[src/sv/wpm_pkg.sv]
// wpm_pkg: shared types and constants for the wildcard pattern matcher.
// Item structs, command codes, wildcard bytes and the cell control group.
// No dependencies.
package wpm_pkg;

   localparam int unsigned PATTERN_MAX_DEF = 32;
   localparam int unsigned LEN_W           = 6;

   localparam logic [1:0] CMD_PATTERN = 2'd0;
   localparam logic [1:0] CMD_TEXT    = 2'd1;
   localparam logic [1:0] CMD_END     = 2'd2;

   localparam logic [7:0] STAR_BYTE = 8'h2A;
   localparam logic [7:0] ANY_BYTE  = 8'h3F;

   typedef struct packed {
      logic [1:0] cmd;
      logic [7:0] ch;
   } req_type;

   typedef struct packed {
      logic             matched;
      logic             pattern_overflow;
      logic [LEN_W-1:0] pattern_len;
   } rsp_type;

   typedef struct packed {
      logic clear;   // new pattern: drop start bits
      logic reload;  // live bit takes the start bit
      logic step;    // live bit takes the text update
   } cell_ctl_type;

endpackage

[src/sv/wildcard_pattern_matcher.sv]
// wildcard_pattern_matcher: streamed wildcard ('*', '?') match against a loaded pattern.
// Row of wpm_cell instances, one per pattern position, and a wpm_out_buf result stage.
// Depends on wpm_pkg, wpm_cell, wpm_out_buf.
//
//   channel  | direction | ports                       | item
//   req      | in        | req_valid req_stall req_data | cmd + pattern/text byte
//   rsp      | out       | rsp_valid rsp_stall rsp_data | matched, overflow, length
//
// One item per cycle while req_stall is low: each text byte updates the whole row
// together, and the '*' cells ripple through the cell chain like a carry.
// An end item's result is registered in the result stage, in its skid entry while the output is stalled.
// Reset clears the pattern; no clearing pass.
// req_stall is high only while the skid entry of the result stage is occupied.
module wildcard_pattern_matcher #(
   parameter int unsigned PATTERN_MAX = wpm_pkg::PATTERN_MAX_DEF
) (
   input  logic             clock,
   input  logic             reset,
   input  logic             req_valid,
   output logic             req_stall,
   input  wpm_pkg::req_type req_data,
   output logic             rsp_valid,
   input  logic             rsp_stall,
   output wpm_pkg::rsp_type rsp_data
);
   import wpm_pkg::*;

   localparam int unsigned CW = $clog2(PATTERN_MAX + 1);

   logic [CW-1:0]      count_ff;
   logic [CW-1:0]      count_in;
   logic [CW-1:0]      count_base;
   logic               open_ff;
   logic               open_in;
   logic               ovf_ff;
   logic               ovf_in;
   logic               live0_ff;
   logic               live0_in;
   logic               accept;
   logic               is_pat;
   logic               new_pat;
   logic               is_text;
   logic               is_end;
   logic               full;
   logic               buf_full;
   cell_ctl_type       ctl;
   rsp_type            rsp_new;
   logic [PATTERN_MAX:0] live_row;
   logic [PATTERN_MAX:0] start_row;
   logic [PATTERN_MAX:0] nxt_row;

   always_comb begin
      accept     = req_valid && !req_stall;
      is_pat     = accept && (req_data.cmd == CMD_PATTERN);
      is_text    = accept && (req_data.cmd == CMD_TEXT);
      is_end     = accept && (req_data.cmd == CMD_END);
      new_pat    = is_pat && !open_ff;
      count_base = new_pat ? '0 : count_ff;
      full       = (count_base == CW'(PATTERN_MAX));

      ctl.clear  = new_pat;
      ctl.reload = is_pat || is_end;
      ctl.step   = is_text;

      count_in = count_ff;
      ovf_in   = ovf_ff;
      if (is_pat) begin
         count_in = full ? count_base : count_base + 1'b1;
         ovf_in   = (new_pat ? 1'b0 : ovf_ff) | full;
      end

      open_in = open_ff;
      if (is_pat) begin
         open_in = 1'b1;
      end else if (is_text || is_end) begin
         open_in = 1'b0;
      end

      live0_in = live0_ff;
      if (ctl.reload) begin
         live0_in = 1'b1;
      end else if (ctl.step) begin
         live0_in = 1'b0;
      end
   end

   always_ff @(posedge clock) begin
      if (reset) begin
         count_ff <= '0;
         open_ff  <= 1'b0;
         ovf_ff   <= 1'b0;
         live0_ff <= 1'b1;
      end else begin
         count_ff <= count_in;
         open_ff  <= open_in;
         ovf_ff   <= ovf_in;
         live0_ff <= live0_in;
      end
   end

   assign live_row[0]  = live0_ff;
   assign start_row[0] = 1'b1;
   assign nxt_row[0]   = 1'b0;

   for (genvar j = 0; j < PATTERN_MAX; j++) begin : g_cell
      wpm_cell u_cell (
         .clock      (clock),
         .reset      (reset),
         .ctl        (ctl),
         .wr_en      (is_pat && !full && (count_base == CW'(j))),
         .active     (count_ff > CW'(j)),
         .pat_ch     (req_data.ch),
         .text_ch    (req_data.ch),
         .diag_in    (live_row[j]),
         .chain_in   (nxt_row[j]),
         .start_prev (start_row[j]),
         .live_out   (live_row[j+1]),
         .nxt_out    (nxt_row[j+1]),
         .start_out  (start_row[j+1])
      );
   end

   always_comb begin
      rsp_new.matched          = live_row[count_ff];
      rsp_new.pattern_overflow = ovf_ff;
      rsp_new.pattern_len      = LEN_W'(count_ff);
   end

   wpm_out_buf u_out_buf (
      .clock     (clock),
      .reset     (reset),
      .in_valid  (is_end),
      .in_data   (rsp_new),
      .full      (buf_full),
      .out_valid (rsp_valid),
      .out_data  (rsp_data),
      .out_stall (rsp_stall)
   );

   assign req_stall = buf_full;

   a_count_in_range: assert property (@(posedge clock) disable iff (reset)
      count_ff <= CW'(PATTERN_MAX))
      else $error("pattern count beyond capacity");

   a_overflow_means_full: assert property (@(posedge clock) disable iff (reset)
      ovf_ff |-> (count_ff == CW'(PATTERN_MAX)))
      else $error("overflow flagged with room left");

   a_end_gives_result: assert property (@(posedge clock) disable iff (reset)
      is_end |=> rsp_valid)
      else $error("end item produced no result");

   a_reload_row: assert property (@(posedge clock) disable iff (reset)
      (is_pat || is_end) |=> (live_row == start_row))
      else $error("live row not restored from start row");

endmodule

[src/sv/wpm_cell.sv]
// wpm_cell: one pattern position of the matcher row.
// Holds the pattern byte, its start-row bit and its live-row bit.
// Depends on wpm_pkg.
module wpm_cell (
   input  logic                 clock,
   input  logic                 reset,
   input  wpm_pkg::cell_ctl_type ctl,
   input  logic                 wr_en,
   input  logic                 active,
   input  logic [7:0]           pat_ch,
   input  logic [7:0]           text_ch,
   input  logic                 diag_in,
   input  logic                 chain_in,
   input  logic                 start_prev,
   output logic                 live_out,
   output logic                 nxt_out,
   output logic                 start_out
);
   import wpm_pkg::*;

   logic [7:0] pat_ff;
   logic       start_ff;
   logic       start_in;
   logic       live_ff;
   logic       live_in;
   logic       hit;

   always_comb begin
      hit = (text_ch == pat_ff) || (pat_ff == ANY_BYTE);
      if (!active) begin
         nxt_out = 1'b0;
      end else if (hit) begin
         nxt_out = diag_in;
      end else if (pat_ff == STAR_BYTE) begin
         nxt_out = chain_in | live_ff;
      end else begin
         nxt_out = 1'b0;
      end
   end

   always_comb begin
      if (wr_en) begin
         start_in = (pat_ch == STAR_BYTE) ? start_prev : 1'b0;
      end else if (ctl.clear) begin
         start_in = 1'b0;
      end else begin
         start_in = start_ff;
      end
      if (ctl.reload) begin
         live_in = start_in;
      end else if (ctl.step) begin
         live_in = nxt_out;
      end else begin
         live_in = live_ff;
      end
   end

   always_ff @(posedge clock) begin
      if (reset) begin
         start_ff <= 1'b0;
         live_ff  <= 1'b0;
      end else begin
         start_ff <= start_in;
         live_ff  <= live_in;
      end
   end

   always_ff @(posedge clock) begin
      if (wr_en) begin
         pat_ff <= pat_ch;
      end
   end

   assign live_out  = live_ff;
   assign start_out = start_ff;

endmodule

[src/sv/wpm_out_buf.sv]
// wpm_out_buf: result register plus one skid entry.
// Stall toward the input side is registered (skid occupied).
// Depends on wpm_pkg.
module wpm_out_buf (
   input  logic             clock,
   input  logic             reset,
   input  logic             in_valid,
   input  wpm_pkg::rsp_type in_data,
   output logic             full,
   output logic             out_valid,
   output wpm_pkg::rsp_type out_data,
   input  logic             out_stall
);
   import wpm_pkg::*;

   logic    out_valid_ff;
   logic    out_valid_in;
   rsp_type out_data_ff;
   rsp_type out_data_in;
   logic    skid_valid_ff;
   logic    skid_valid_in;
   rsp_type skid_data_ff;
   rsp_type skid_data_in;
   logic    out_free;

   always_comb begin
      out_free      = !out_valid_ff || !out_stall;
      out_valid_in  = out_valid_ff;
      out_data_in   = out_data_ff;
      skid_valid_in = skid_valid_ff;
      skid_data_in  = skid_data_ff;
      if (out_free) begin
         if (skid_valid_ff) begin
            out_valid_in  = 1'b1;
            out_data_in   = skid_data_ff;
            skid_valid_in = 1'b0;
         end else begin
            out_valid_in = in_valid;
            out_data_in  = in_data;
         end
      end else if (in_valid) begin
         skid_valid_in = 1'b1;
         skid_data_in  = in_data;
      end
   end

   always_ff @(posedge clock) begin
      if (reset) begin
         out_valid_ff  <= 1'b0;
         skid_valid_ff <= 1'b0;
      end else begin
         out_valid_ff  <= out_valid_in;
         skid_valid_ff <= skid_valid_in;
      end
   end

   always_ff @(posedge clock) begin
      out_data_ff  <= out_data_in;
      skid_data_ff <= skid_data_in;
   end

   assign full      = skid_valid_ff;
   assign out_valid = out_valid_ff;
   assign out_data  = out_data_ff;

   a_skid_needs_out: assert property (@(posedge clock) disable iff (reset)
      skid_valid_ff |-> out_valid_ff)
      else $error("skid entry held while result register empty");

   a_no_push_when_full: assert property (@(posedge clock) disable iff (reset)
      in_valid |-> !skid_valid_ff)
      else $error("result pushed into a full buffer");

   a_skid_drains_first: assert property (@(posedge clock) disable iff (reset)
      (skid_valid_ff && !out_stall) |=> (out_data_ff == $past(skid_data_ff)))
      else $error("skid entry overtaken");

endmodule

[config.mk]
export PLATFORM = sky130hd
export DESIGN_NAME = wildcard_pattern_matcher
export DESIGN_NICKNAME = d
export VERILOG_FILES = /design/src/sv/wpm_pkg.sv /design/src/sv/wildcard_pattern_matcher.sv /design/src/sv/wpm_cell.sv /design/src/sv/wpm_out_buf.sv
export SDC_FILE = /design/constraint.sdc
export NUM_CORES = 1
export LEC_CHECK = 0
export BUFFER_PORTS_ARGS = -buffer_cell sky130_fd_sc_hd__buf_2
export CORE_UTILIZATION = 65
export DETAILED_ROUTE_END_ITERATION = 10
export HOLD_SLACK_MARGIN = 0.06
export PLACE_DENSITY = 0.82
export SLEW_MARGIN = 20
export SYNTH_ARGS = -nofsm -noshare
export SYNTH_HDL_FRONTEND = slang
export SYNTH_SLANG_ARGS = --single-unit
[constraint.sdc]
create_clock -name clock -period 5.8 [get_ports clock]
set_clock_uncertainty 0.2 [all_clocks]
set_input_delay 0.58 -clock clock [delete_from_list [all_inputs] [get_ports clock]]
set_output_delay 0.58 -clock clock [all_outputs]
set_load 0.02 [all_outputs]
==> impl_metrics.toml <==
[status]
status = "completed"

[clock_tree]
cts_hold_buf = 0
clk_latency_ns = 0.53
cts_setup_buffers = 0
ctsRootBufferMaster = "clkbuf_16"
clk_path_buf_depth = 3
cts_tree = "built"
clk_pin_slew_worst_paths_ns = 0.06
cts.htree.levels = 2
cts.sinks = 347
numCtsBuffers = 37
post_cts_resize_count = 0

[placed_design]
dp_hpwl_mm = 27.9
place_area_sq_mm = 0.0180
gp_congestion = 0.945
port_buffers = 23

[logic_synthesis]
async_flop_share_pct = 0
synth_top_area_share_pct = 46.2
synth_fa_ha_area_share_pct = 0.283
netlist_area_sq_mm = 0.0177
yosys.area_share.simple_pct = 16.8
ys.flop_type = "edfxtp_1"
synth_xor_area_share_pct = 12.8
synth_nets = 1583
synth_area_leaders = "edfxtp_1, dfxtp_1, xnor2_1, xor2_1, nor2_1"
synth_compound_area_share_pct = 10.4
syn_avg_cell_area_sq_um = 11.3
synth_top_cell_by_area = "edfxtp_1"
synth_edf_count = 272
yosysWarnings = 0
ys_seq_area_share_pct = 54.7
ys_seq_elements = 347
synth_top_family_by_area = "simple AND/OR/NAND/NOR gates"
yosys.cell_types.count = 87
synthCells = 1565
muxShareOfSynthArea_pct = 1.92

[layout]
multi_input_area_sq_mm = 0.00747
finalInstanceArea_sq_mm = 0.0192
fin_util_pct = 72.8
drive_above_1_share_pct = 10.0
layout_commonest_cell = "edfxtp_1"
area_delta_synth_final_pct = 8.60
final_cell_mix = "edfxtp_1, nor2_1, xor2_1, xnor2_1, nand2_1"
regArea_sq_mm = 0.00967
layout.nets = 1598
antennaDiodeCount = 0
fill_cells = 1680

[routing]
ant_nets = 0
via_per_inst = 6.56
wire_per_inst_um = 21.9
drt_iter0_markers = 1496
drc_errors = 0
vias = 12700
routed_wl_mm = 42.6
first_pass_iters = 6

[die]
fp.dieW_um = 167
fp.coreArea_sq_mm = 0.0264
num_rows = 59
io_pins = 24
chipHeight_um = 167
start_util_pct = 67.1
dieArea_sq_mm = 0.0279

[setup_path]
r2r-start = "u_out_buf.full$_SDFFE_PP0P_"
cp_data_arrival_time_ns = 5.10
endpoint_kind = "flop"
worst_ep_required_time_ns = 6.00
crit_start = "u_out_buf.full$_SDFFE_PP0P_"
reg2reg_depth = 13
r2r-end = "g_cell[15].u_cell.live_out$_SDFFE_PP0P_"
path_class = "reg2reg"
crit_end = "g_cell[15].u_cell.live_out$_SDFFE_PP0P_"
crit_path_start_kind = "flop"
ff2ff_setup_slack_ns = 0.90
crit_fanout = 37

[global_route]
grt_pass1_vias = 12500
grt_max_degree = 52
overflow = 0
grt_pass1_wl_mm = 67.6
globalRouteTotalUtil_pct = 31.0
antenna_found_initial = 0

[power]
p_int_w = 0.00415
power.leakage_nw = 6.35
p_seq_share_pct = 50.9
comb_power_share_pct = 4.9
p_per_area_mw_per_mm2 = 275
pwr-share-clk_pct = 44.2
netSwitchingPower_w = 0.00113
sw_frac_of_total_pct = 21.4
irDropWorstVdd_mv = 0.291

[sta]
fmax_ghz = 0.204
fin_crit_sh_pct = 84.4
setup_viol = 0
tightest_slew_ns = 0.934
setup_tns_ns = 0
rsz0062_at_grt = "false"
report.final.hold_viol_count = 0
slew_viol_final = 0
period_minus_slack_ns = 4.90
max_slew_margin_pct = 37.6

[worst_hold_path]
worstHoldPathType = "reg2reg"

[run]
cap_viol_max_count = 0
==> state kept, by name, indices dropped and copies added (netlist names) <==
register and count:
count_ff 6, g_cell.u_cell.live_out 32, g_cell.u_cell.pat_ff 256, g_cell.u_cell.start_out 32, live0_ff 1, open_ff 1, ovf_ff 1, u_out_buf.full 1
u_out_buf.out_data 8, u_out_buf.out_valid 1, u_out_buf.skid_data_ff 8
==> stage by stage <==
step,std cells,setup slack (ns),hold WS [ns],power (W)
finish,1943,0.902,0.299,0.00528
global placement,1876,1.19,0.254,0.00299
floorplan,1565,2.28,0.203,0.00291
detailed placement,1876,1.11,0.264,0.00300
global route,1943,0.573,0.301,0.00541
CTS,1943,1.08,0.288,0.00529
==> logic make-up after synthesis <==
logic type	after synthesis
fa+ha+maj	4
compound gates	272
buf+inv	90
flops	347
mux	20
simple gates	574
xor+xnor	258
==> power by group through the flow <==
stage	Combinational, W	Sequential [W]	Clock, W
2_1_floorplan	0.000171	0.00274	0
3_3_place_gp	0.000246	0.00274	0
3_5_place_dp	0.000253	0.00274	0
4_1_cts	0.000256	0.00269	0.00234
5_1_grt	0.000274	0.00269	0.00245
6_report	0.000259	0.00269	0.00233
==> Yosys cell counts, types with 31 or more instances <==
master,n
edfxtp_1,272
nor2_1,149
xnor2_1,129
xor2_1,129
nand2_1,92
dfxtp_1,75
nand3_1,66
a21oi_1,64
nand4_1,58
o21ai_0,50
nor3_1,38
nor4_1,37
and2_1,31
==> final cells by class <==
type                       instances  share of cell area [%]
multi-input combinational       1128                    38.9
clock inverter                    13                   0.632
tap                              335                    2.18
clock buffer                      54                    5.63
inverter                          13                   0.254
timing repair buffer              53                    1.98
sequential                       347                    50.4
==> critical path, cell delays in order (launching register included) <==
cell and delay, ns:
dfxtp_1 0.65, nand2b_1 0.28, or3_1 0.35, or2_2 0.70, nand2_1 0.27, inv_1 0.15, ha_1 0.45, nand2_1 0.22
nor2_1 0.69, o21ai_0 0.31, a22oi_1 0.20, nor2_1 0.06, a31oi_1 0.15, o21ai_0 0.10
==> worst min-delay path by stage <==
stage,startpoint,to,slack (ns),cells after the start
finish,ovf_ff$_SDFFE_PP0P_,u_out_buf.skid_data_ff[6]$_DFFE_PP_,0.30,0
global route,reset,g_cell[23].u_cell.start_out$_SDFF_PP0_,0.30,2
global placement,ovf_ff$_SDFFE_PP0P_,u_out_buf.skid_data_ff[6]$_DFFE_PP_,0.25,0
floorplan,count_ff[0]$_SDFFE_PP0P_,u_out_buf.skid_data_ff[0]$_DFFE_PP_,0.20,0
CTS,reset,g_cell[23].u_cell.start_out$_SDFF_PP0_,0.29,2
detailed placement,ovf_ff$_SDFFE_PP0P_,u_out_buf.skid_data_ff[6]$_DFFE_PP_,0.26,0
==> routing by layer <==
metal | share of wire (%) | track usage (%)
met2 | 47 | 50.6
met1 | 42 | 42.2
met3 | 8.6 | 4.73
met4 | 2.9 | 11.2
met5 | 0 | 0
No activity file was read; power rests on OpenSTA's default activity.
